`src/hdl/fic_pkg.sv`:
```
package fic_pkg;

    // Default number of view slots in the table.
    localparam int FIC_VIEWS = 16;

    // Field widths.
    localparam int CMD_W    = 2;
    localparam int SLOT_W   = 4;
    localparam int REV_W    = 32;
    localparam int STATUS_W = 2;
    localparam int COUNT_W  = 5;

    // Packed stream widths, padded to whole bytes.
    localparam int IN_DATA_W  = 200;
    localparam int OUT_DATA_W = 200;

    // Commands.
    localparam logic [CMD_W-1:0] CMD_INVALIDATE = 2'd0;
    localparam logic [CMD_W-1:0] CMD_PUMP       = 2'd1;
    localparam logic [CMD_W-1:0] CMD_PRESENT    = 2'd2;
    localparam logic [CMD_W-1:0] CMD_DESTROY    = 2'd3;

    // Result status codes.
    localparam logic [STATUS_W-1:0] STAT_OK       = 2'd0;
    localparam logic [STATUS_W-1:0] STAT_NONE     = 2'd1;
    localparam logic [STATUS_W-1:0] STAT_MISMATCH = 2'd2;
    localparam logic [STATUS_W-1:0] STAT_MERGED   = 2'd3;

    // One pending invalidation record; the document revision sits lowest.
    typedef struct packed {
        logic [REV_W-1:0] reasons;
        logic [REV_W-1:0] generation;
        logic [REV_W-1:0] preview_rev;
        logic [REV_W-1:0] view_rev;
        logic [REV_W-1:0] document_rev;
    } fic_rec_t;

    localparam int REC_W = $bits(fic_rec_t);

    // Unsigned maximum of two revisions.
    function automatic logic [REV_W-1:0] rev_max(input logic [REV_W-1:0] a,
                                                 input logic [REV_W-1:0] b);
        rev_max = (a > b) ? a : b;
    endfunction

endpackage

```
`src/hdl/fic_ram.sv`:
```
module fic_ram #(
    parameter int WIDTH = 32,
    parameter int DEPTH = 16,
    localparam int AW = (DEPTH > 1) ? $clog2(DEPTH) : 1
) (
    input  logic             aclk,
    input  logic             we,
    input  logic [AW-1:0]    waddr,
    input  logic [WIDTH-1:0] wdata,
    input  logic             re,
    input  logic [AW-1:0]    raddr,
    output logic [WIDTH-1:0] rdata
);

    logic [WIDTH-1:0] mem [DEPTH];

    // One write port and one registered read port.
    always_ff @(posedge aclk) begin
        if (we) begin
            mem[waddr] <= wdata;
        end
        if (re) begin
            rdata <= mem[raddr];
        end
    end

endmodule

```
`src/hdl/frame_invalidation_coalescer_top.sv`:
```
// Channel   | Dir | Handshake          | Payload
// ----------+-----+--------------------+---------------------------------------
// s_ (cmd)  | in  | s_tvalid/s_tready  | s_tuser command, s_tdata slot + record
// m_ (res)  | out | m_tvalid/m_tready  | m_tuser status, m_tdata record + state
//
// Each word is handled in order: the slot's entries are read from the table
// memories, then they are updated and the result register is loaded.
// The read comes first because each memory has a single registered read port.
// A new word is taken while the previous result still waits on m_tready;
// the update then stalls until the result register is free.
// Reset clears the valid bits and the pending count; the memories need no
// clearing pass, as an entry without its valid bit reads as empty or zero.
module frame_invalidation_coalescer_top #(
    parameter int VIEWS = fic_pkg::FIC_VIEWS
) (
    input  logic                            aclk,
    input  logic                            aresetn,
    input  logic                            s_tvalid,
    output logic                            s_tready,
    // view_slot, document_revision, view_revision, preview_revision,
    // frame_generation, match generation, reason bits, zero padding.
    input  logic [fic_pkg::IN_DATA_W-1:0]   s_tdata,
    // command.
    input  logic [fic_pkg::CMD_W-1:0]       s_tuser,
    output logic                            m_tvalid,
    input  logic                            m_tready,
    // out_document_revision, out_view_revision, out_preview_revision,
    // out_generation, pumped reason bits, presented_revision, pending_count,
    // zero padding.
    output logic [fic_pkg::OUT_DATA_W-1:0]  m_tdata,
    // status.
    output logic [fic_pkg::STATUS_W-1:0]    m_tuser
);

    import fic_pkg::*;

    // Only sixteen slots can be addressed by the slot field.
    localparam int SLOTS = (VIEWS < 16) ? VIEWS : 16;
    localparam int AW    = (SLOTS > 1) ? $clog2(SLOTS) : 1;
    localparam logic [SLOT_W:0] SLOTS_W = (SLOT_W + 1)'(SLOTS);

    localparam logic ST_IDLE = 1'b0;
    localparam logic ST_EXEC = 1'b1;

    logic               state_reg, state_next;
    logic [CMD_W-1:0]   cmd_reg;
    logic [SLOT_W-1:0]  slot_reg;
    fic_rec_t           in_rec_reg;
    logic [REV_W-1:0]   tgen_reg;

    logic [SLOTS-1:0]   pend_valid_reg, pend_valid_next;
    logic [SLOTS-1:0]   pres_valid_reg, pres_valid_next;
    logic [COUNT_W-1:0] count_reg, count_next;

    logic                  m_valid_reg;
    logic [OUT_DATA_W-1:0] m_data_reg;
    logic [STATUS_W-1:0]   m_user_reg;

    logic             accept;
    logic             exec_fire;
    logic [AW-1:0]    addr;
    logic             in_range;
    logic             pv;
    logic [REV_W-1:0] cur_pres;

    fic_rec_t         pend_rdata, pend_wdata, rec_out;
    logic             pend_we;
    logic [REV_W-1:0] pres_rdata, pres_wdata, pres_out;
    logic             pres_we;
    logic [STATUS_W-1:0] status;

    // Handshakes.
    assign s_tready  = (state_reg == ST_IDLE);
    assign accept    = s_tvalid && s_tready;
    assign exec_fire = (state_reg == ST_EXEC) && (!m_valid_reg || m_tready);

    assign m_tvalid = m_valid_reg;
    assign m_tdata  = m_data_reg;
    assign m_tuser  = m_user_reg;

    // Pending records and presented revisions live in two memories.
    fic_ram #(.WIDTH(REC_W), .DEPTH(SLOTS)) u_pend_ram (
        .aclk  (aclk),
        .we    (pend_we),
        .waddr (addr),
        .wdata (pend_wdata),
        .re    (accept),
        .raddr (s_tdata[AW-1:0]),
        .rdata (pend_rdata)
    );

    fic_ram #(.WIDTH(REV_W), .DEPTH(SLOTS)) u_pres_ram (
        .aclk  (aclk),
        .we    (pres_we),
        .waddr (addr),
        .wdata (pres_wdata),
        .re    (accept),
        .raddr (s_tdata[AW-1:0]),
        .rdata (pres_rdata)
    );

    assign addr     = slot_reg[AW-1:0];
    assign in_range = ({1'b0, slot_reg} < SLOTS_W);
    assign pv       = pend_valid_reg[addr];
    assign cur_pres = pres_valid_reg[addr] ? pres_rdata : '0;

    // Update of the addressed slot from the memory read data.
    always_comb begin
        pend_valid_next = pend_valid_reg;
        pres_valid_next = pres_valid_reg;
        count_next      = count_reg;
        pend_we         = 1'b0;
        pres_we         = 1'b0;
        pend_wdata      = in_rec_reg;
        pres_wdata      = rev_max(cur_pres, in_rec_reg.document_rev);
        rec_out         = '0;
        pres_out        = '0;
        status          = STAT_NONE;
        if (in_range) begin
            pres_out = cur_pres;
            unique case (cmd_reg)
                CMD_INVALIDATE: begin
                    pend_we = 1'b1;
                    if (!pv) begin
                        pend_valid_next[addr] = 1'b1;
                        count_next = count_reg + COUNT_W'(1);
                        status     = STAT_OK;
                    end else begin
                        pend_wdata.document_rev = rev_max(pend_rdata.document_rev,
                                                          in_rec_reg.document_rev);
                        pend_wdata.view_rev     = rev_max(pend_rdata.view_rev,
                                                          in_rec_reg.view_rev);
                        pend_wdata.preview_rev  = rev_max(pend_rdata.preview_rev,
                                                          in_rec_reg.preview_rev);
                        pend_wdata.generation   = rev_max(pend_rdata.generation,
                                                          in_rec_reg.generation);
                        pend_wdata.reasons      = pend_rdata.reasons | in_rec_reg.reasons;
                        status = STAT_MERGED;
                    end
                end
                CMD_PUMP: begin
                    if (!pv) begin
                        status = STAT_NONE;
                    end else if (pend_rdata.generation != tgen_reg) begin
                        status = STAT_MISMATCH;
                    end else begin
                        rec_out = pend_rdata;
                        pend_valid_next[addr] = 1'b0;
                        count_next = count_reg - COUNT_W'(1);
                        status     = STAT_OK;
                    end
                end
                CMD_PRESENT: begin
                    if (in_rec_reg.generation != tgen_reg) begin
                        status = STAT_MISMATCH;
                    end else begin
                        pres_we  = 1'b1;
                        pres_valid_next[addr] = 1'b1;
                        pres_out = pres_wdata;
                        status   = STAT_OK;
                    end
                end
                CMD_DESTROY: begin
                    if (pv) begin
                        count_next = count_reg - COUNT_W'(1);
                    end
                    pend_valid_next[addr] = 1'b0;
                    pres_valid_next[addr] = 1'b0;
                    pres_out = '0;
                    status   = STAT_OK;
                end
                default: begin
                    status = STAT_NONE;
                end
            endcase
        end
        if (!exec_fire) begin
            pend_we = 1'b0;
            pres_we = 1'b0;
        end
    end

    // Sequencer: read on accept, update once the result register is free.
    always_comb begin
        state_next = state_reg;
        unique case (state_reg)
            ST_IDLE: begin
                if (accept) begin
                    state_next = ST_EXEC;
                end
            end
            ST_EXEC: begin
                if (exec_fire) begin
                    state_next = ST_IDLE;
                end
            end
            default: begin
                state_next = ST_IDLE;
            end
        endcase
    end

    // Control state.
    always_ff @(posedge aclk) begin
        if (!aresetn) begin
            state_reg      <= ST_IDLE;
            pend_valid_reg <= '0;
            pres_valid_reg <= '0;
            count_reg      <= '0;
            m_valid_reg    <= 1'b0;
        end else begin
            state_reg <= state_next;
            if (exec_fire) begin
                pend_valid_reg <= pend_valid_next;
                pres_valid_reg <= pres_valid_next;
                count_reg      <= count_next;
                m_valid_reg    <= 1'b1;
            end else if (m_tready) begin
                m_valid_reg <= 1'b0;
            end
        end
    end

    // Captured input word and the result register.
    always_ff @(posedge aclk) begin
        if (accept) begin
            cmd_reg                 <= s_tuser;
            slot_reg                <= s_tdata[3:0];
            in_rec_reg.document_rev <= s_tdata[35:4];
            in_rec_reg.view_rev     <= s_tdata[67:36];
            in_rec_reg.preview_rev  <= s_tdata[99:68];
            in_rec_reg.generation   <= s_tdata[131:100];
            tgen_reg                <= s_tdata[163:132];
            in_rec_reg.reasons      <= s_tdata[195:164];
        end
        if (exec_fire) begin
            m_data_reg <= {3'b000, count_next, pres_out, rec_out};
            m_user_reg <= status;
        end
    end

endmodule
```
`config.mk`:
```
export PLATFORM = sky130hd
export DESIGN_NAME = frame_invalidation_coalescer_top
export DESIGN_NICKNAME = d
export VERILOG_FILES = /design/src/hdl/fic_pkg.sv /design/src/hdl/fic_ram.sv /design/src/hdl/frame_invalidation_coalescer_top.sv
export SDC_FILE = /design/constraint.sdc
export NUM_CORES = 2
export LEC_CHECK = 0
export BUFFER_PORTS_ARGS = -buffer_cell sky130_fd_sc_hd__buf_2
export CORE_MARGIN = 10
export CORE_UTILIZATION = 45
export CTS_BUF_LIST = sky130_fd_sc_hd__clkbuf_4 sky130_fd_sc_hd__clkbuf_8
export DETAILED_ROUTE_END_ITERATION = 12
export PLACE_DENSITY = 0.73
export SLEW_MARGIN = 15
export SYNTH_ARGS = -nofsm -noshare
export SYNTH_HDL_FRONTEND = slang
export SYNTH_HIERARCHICAL = 1
export SYNTH_SLANG_ARGS = --single-unit
```
`constraint.sdc`:
```
create_clock -name aclk -period 43.3 [get_ports aclk]
set_input_delay 10.825 -clock aclk [delete_from_list [all_inputs] [get_ports aclk]]
set_output_delay 10.825 -clock aclk [all_outputs]
set_load 0.01 [all_outputs]
```
* After elaboration in Yosys (flattened, before gate mapping)
Memory sizes are Yosys's and may differ from the RTL's. A register that Yosys moved wholly into a read port is not among the register bits. Cells that the tools add are included.
Word-level totals: memories 2, flip-flop bits (word level) 436, input bits 206, logic and storage cells 103, memory bits (writable) 3072
Operators by class: reductions and logical operators 12, $lt $le $gt $ge 7, bitwise operators 9, multiplexer cells 46, $add $sub $neg 2, equality and inequality tests 9
Memory list:
- u_pend_ram.mem | depth 16, width 160, rd ports 1, clocked after memory_dff 1, wr ports 1, RTL line fic_ram.sv:15 | logic [WIDTH-1:0] mem [DEPTH];
- u_pres_ram.mem | depth 16, width 32, rd ports 1, clocked after memory_dff 1, wr ports 1, RTL line fic_ram.sv:15
Operators by type and width (number):
- 160-bit two-way mux | 2
- 32-bit two-way mux | 7
- 32-bit greater-than comparator | 5
- 16-bit two-way mux | 4
- 32-bit != test | 2
- 32-bit case mux with 2 select lines | 1
- 16-bit case mux with 3 select lines | 1
- 16-bit bitwise AND | 2
- 16-bit bitwise OR | 2
- 32-bit bitwise OR | 1
- 16-bit case mux with 2 select lines | 1
- 5-bit two-way mux | 4
- 1-bit two-way mux | 16
- 16-bit inverter | 1
- 5-bit case mux with 3 select lines | 1
- 1-bit binary-select mux with 4-bit select | 2
- 2-bit two-way mux | 4
- 2-bit != test, second input constant | 4
- 2-bit case mux with 4 select lines | 1
- 5-bit by 1-bit adder with 5-bit output, second input constant | 1
- 4-bit by 5-bit less-than comparator with 1-bit output, second input constant | 1
- 5-bit AND reduction | 1
- 5-bit by 1-bit subtractor with 5-bit output, second input constant | 1
- 1-bit demux with 4-bit select | 1
- 13 further kinds | 19

* Logic depth before layout (Yosys ltp)
depth after elaboration 9, depth in mapped cells 17, gate-level depth less buffers 12

* By module
The synthesis kept the hierarchy.
Modules (own cells, without submodules):
- fic_ram (u_pend_ram) | area each 100901.8 um2, cells an instance 4191, times used 1
- frame_invalidation_coalescer_top | area each 24722.5 um2, cells an instance 2235, times used 1
- fic_ram (u_pres_ram) | area each 20155.6 um2, cells an instance 838, times used 1

* Worst setup path after synthesis
No wires, ideal clock.
path type input-to-reg, start point input s_tvalid, end point register slot_reg[0] (netlist: addr[0]), enable pin, slack 14.538 ns, cell stages on the path 1, data required time 42.102 ns, buffers on the path 0, arrival 27.564 ns, path through nor2b_1
On the way: longest elaborated chain between the ends 1
Ends and longest elaborated chain:
- from (decl) | RTL line frame_invalidation_coalescer_top.sv:18 | input logic s_tvalid,
- 1-bit logical AND | RTL line frame_invalidation_coalescer_top.sv:74 | assign accept = s_tvalid && s_tready;
- to (signal assigned) | RTL line frame_invalidation_coalescer_top.sv:228 | slot_reg <= s_tdata[3:0];
- to (decl) | RTL line frame_invalidation_coalescer_top.sv:47 | logic [SLOT_W-1:0] slot_reg;
Every way passes these cells. A chain may end at the register's enable or synchronous reset.

==> metrics.md <==
| Metric | Value |
|---|---|
| Worst Reg2Reg Path Length in Cells | 14 |
| Share of the core filled with cells in the final layout | 0.512 |
| Antenna Violating Nets Remaining | 0 |
| Routed wire length per instance | 28.5 um |
| Number of placed I/O pins | 410 |
| Switching power total | 0.00169 W |
| Number of standard-cell rows in the floorplan | 208 |
| CTS sink count | 3,700 |
| Count of unresolved DRC violations after routing | 0 |
| Class of the most critical hold timing path | flip-flop to flip-flop |
| Number of antenna violations at the first check in global routing | 21 |
| Avg Synthesized Cell Area | 20.1 sq um |
| Flip-flop count of the largest register, all copies and words added | 2,560 |
| Fraction of the cycle the final worst path needs | 0.354 |
| Cell variety after synth | 69 |
| Data required time at the worst endpoint | 44,230 ps |
| Clock network power share | 0.393 |
| Buffer type at the clock tree root | clkbuf_8 |
| Length of the first detailed-routing pass in iterations | 6 |
| Async SR Flop Fraction | 0 |
| Clock Path Buffers | 4 |
| Die extent in x | 589 um |
| Clock latency of the later-clocked register in the worst-skew pair | 1220 ps |
| RSZ-0062 raised after global routing | false |
| Count of H-tree levels built during CTS | 6 |
| Crit path launch type | primary input |
| Setup fix buffers added after clock tree synthesis | 0 |
| Iteration-0 DRC Markers | 9,484 |
| Area delta synth->final | 13.0% |
| TritonCTS buffer count | 590 |
| Smallest hold slack | 462 ps |
| Vias per std cell | 6.00 |
| Crit. End Element | flip-flop |
| Number of filler instances in the final layout | 24,900 |
| Endpoint of the worst register-to-register path | u_pres_ram/mem[1][7] |
| Yosys warning count | 6 |
| Share of power burned in registers | 0.552 |
| Maximum number of pins on one net before global-route repair | 150 |
| Post-layout nets | 8,435 |
| FMAX | 65.3 MHz |
| Half-perimeter wire length after placement | 199,000 um |
| Fin. Hold Viols | 0 |
| Worst-case headroom to the max-slew limit | 0.221 |
| Number of pins with negative max-slew slack in the final report | 0 |
| VDD IR-drop max | 32.3 uV |
| TritonCTS clock tree | yes |
| Number of port buffers | 402 |
| Worst setup path class | primary input to flip-flop |
| Final standard cell count with taps included and fillers excluded | 12,800 |
| Hold Path Depth | 2 |
| Internal power of the cells | 0.00571 W |
| Max-cap violations | 0 |
| Mapped Area | 146,000 sq um |
| Cell Count Post-Placement | 11,800 |
| Number of flip-flops and latches in the synthesized netlist | 3,700 |
| Sum of negative setup slack | 0 ps |
| Switching share of total power | 0.228 |
| Data arrival, critical path | 16,240 ps |
| Initial standard-cell utilization of the core | 0.453 |
| Overall global routing resource usage | 0.204 |
| Detailed-route wire length | 365,000 um |
| Fraction of layout cells with a size suffix above 1 | 0.292 |
| Source of the worst register-to-register timing path | addr[0] |
| Portion of the post-synthesis area used by sequential elements | 0.759 |
| Overall die height | 589 um |
| Placer congestion estimate | 0.863 |
| Maximum fanout count along the critical path | 109 |
| Worst R2R Setup Slack | 36,820 ps |
| Post-cts sizing count | 0 |
| PwrDens | 44.9 nW/um^2 |
| Number of enable flip-flop cells after synthesis | 3,661 |
| Combinational Power Share | 0.056 |
| Synthesized instance count | 7,264 |
| Die outline area | 347,000 sq um |
| Most used DFF post-synth | edfxtp_1 |
| Core Area | 322,000 sq um |
| Outcome | finished clean |
| Clock period minus final worst setup slack | 15,310 ps |
| Total of hold buffers inserted after clock tree synthesis | 0 |
| First-pass GRT wire length | 531,000 um |
| Worst Max-Slew Pin Slew | 1160 ps |
| Number of global-route vias before repair | 78,500 |
| Worst Clk Skew | 116 ps |
| Sum of overflow across all layers after global routing | 0 |
| Routed vias | 76,800 |
| Clock-pin slew on the worst setup and hold paths | 60 ps |
| Register with the highest flop count | u_pend_ram/mem |
| Final Setup Violations | 0 |
| Static Leak | 54.6 nW |
## synthesized netlist by cell type (6+ instances only)
cell type  number  share of area
edfxtp_1     3661           0.75
mux4_2        732           0.11
nand2_1       343         0.0088
a22oi_1       330          0.017
clkbuf_1      210         0.0054
inv_1         172         0.0044
and2_1        164         0.0070
ha_1          162          0.014
mux2_2        151          0.012
buf_2         128         0.0044
nor2_1        121         0.0031
o21ai_0       103         0.0035
nand3_1        81         0.0028
a21o_1         75         0.0039
mux2i_1        53         0.0036
nand4_1        51         0.0022
nor2b_1        49         0.0021
a21oi_1        43         0.0015
buf_4          40         0.0021
dfxtp_1        39         0.0054
nor3_1         37         0.0013
a31oi_1        34         0.0015
a32oi_1        33         0.0020
o2111ai_1      33         0.0020
o31a_1         33         0.0020
xnor2_1        33         0.0020
xor2_1         33         0.0020
a2111oi_0      32         0.0019
nor4_1         30         0.0013
o221ai_1       28         0.0017
nand2b_1       26         0.0011
buf_1          24        0.00062
a221oi_1       22         0.0013
a221o_1        20         0.0014
o221a_2        16         0.0012
a211oi_1       13        0.00067
o22ai_1        13        0.00056
o21a_1         12        0.00062
o22a_1         10        0.00060
mux2_1          8        0.00062
buf_6           7        0.00054
o211ai_1        6        0.00031
o21ai_1         6        0.00021
## area by class of cell
type	count	area (sq um)	share of cell area
antenna	2	5.00	0.0000304
clock buffer	775	9560	0.0580
clock inverter	242	1760	0.0107
inverter	173	657	0.00399
multi-input combinational	2984	32900	0.199
sequential	3700	111000	0.672
tap	4305	5390	0.0327
timing repair buffer	618	3820	0.0232
## worst max-delay path, cell delays in order
cell	delay [ps]
buf_8	680
buf_4	900
buf_4	890
buf_12	720
buf_4	860
mux4_2	610
a22oi_1	260
nand2_1	100
## power groups by stage
stage	clock network (W)	registers, W	logic (W)
2_1_floorplan	0	0.00414	0.000271
3_3_place_gp	0	0.00415	0.000393
3_5_place_dp	0	0.00415	0.000409
4_1_cts	0.00296	0.00408	0.000410
5_1_grt	0.00312	0.00408	0.000448
6_report	0.00290	0.00408	0.000412
## how the worst max path moves through the flow
stage	from	to	slack, ps	depth (start not counted)
finish	s_tdata[0]	u_pend_ram/rdata[67]	27990	8
global route	s_tdata[0]	u_pend_ram/rdata[64]	27390	8
CTS	s_tdata[0]	u_pend_ram/rdata[67]	27900	8
detailed placement	s_tdata[0]	u_pend_ram/rdata[67]	26560	8
global placement	s_tdata[0]	u_pend_ram/rdata[71]	26640	8
floorplan	s_tvalid	addr[0]	14540	1
## routing by layer
layer / wire length, um / GRT usage / share of wire
met5: 55 / 0 / 0.00015
met4: 9560 / 0.0604 / 0.026
met3: 42300 / 0.0558 / 0.12
met2: 169000 / 0.314 / 0.46
met1: 144000 / 0.285 / 0.40
## cells in the final DEF (no fill, tap or decap), types with 73 or more instances in the layout
| cell type | instances |
|---|---|
| nand3_1 | 81 |
| nand2_1 | 343 |
| o21ai_0 | 73 |
| ha_1 | 162 |
| buf_2 | 398 |
| a21o_1 | 74 |
| clkbuf_8 | 599 |
| mux2_2 | 151 |
| clkbuf_4 | 177 |
| and2_1 | 162 |
| inv_1 | 171 |
| nor2_1 | 93 |
| a22oi_1 | 330 |
| buf_4 | 204 |
| mux4_2 | 732 |
| edfxtp_1 | 3661 |
| clkinv_1 | 128 |
## kinds of logic (layout without fill, tap and decap cells)
logic type | Yosys count | in the layout | synth area share
buffers and inverters | 582 | 1808 | 0.0175
multiplexers | 944 | 944 | 0.129
AND/OR/NAND/NOR | 925 | 925 | 0.0309
XOR/XNOR | 66 | 66 | 0.00397
adder cells (fa/ha/maj) | 162 | 162 | 0.0139
AO/OA/AOI/OAI | 884 | 884 | 0.0452
flip-flops | 3700 | 3700 | 0.759
other | 1 | 5 | 0.0000257
## stage by stage
step / worst slack (ps) / area, sq um / power (W)
4_1_cts: 27900 / 165000 / 0.00745
3_3_place_gp: 26640 / 153000 / 0.00454
2_1_floorplan: 14540 / 146000 / 0.00441
6_report: 27990 / 165000 / 0.00739
3_5_place_dp: 26560 / 153000 / 0.00456
5_1_grt: 27390 / 165000 / 0.00764
(Power assumes the default switching activity.)
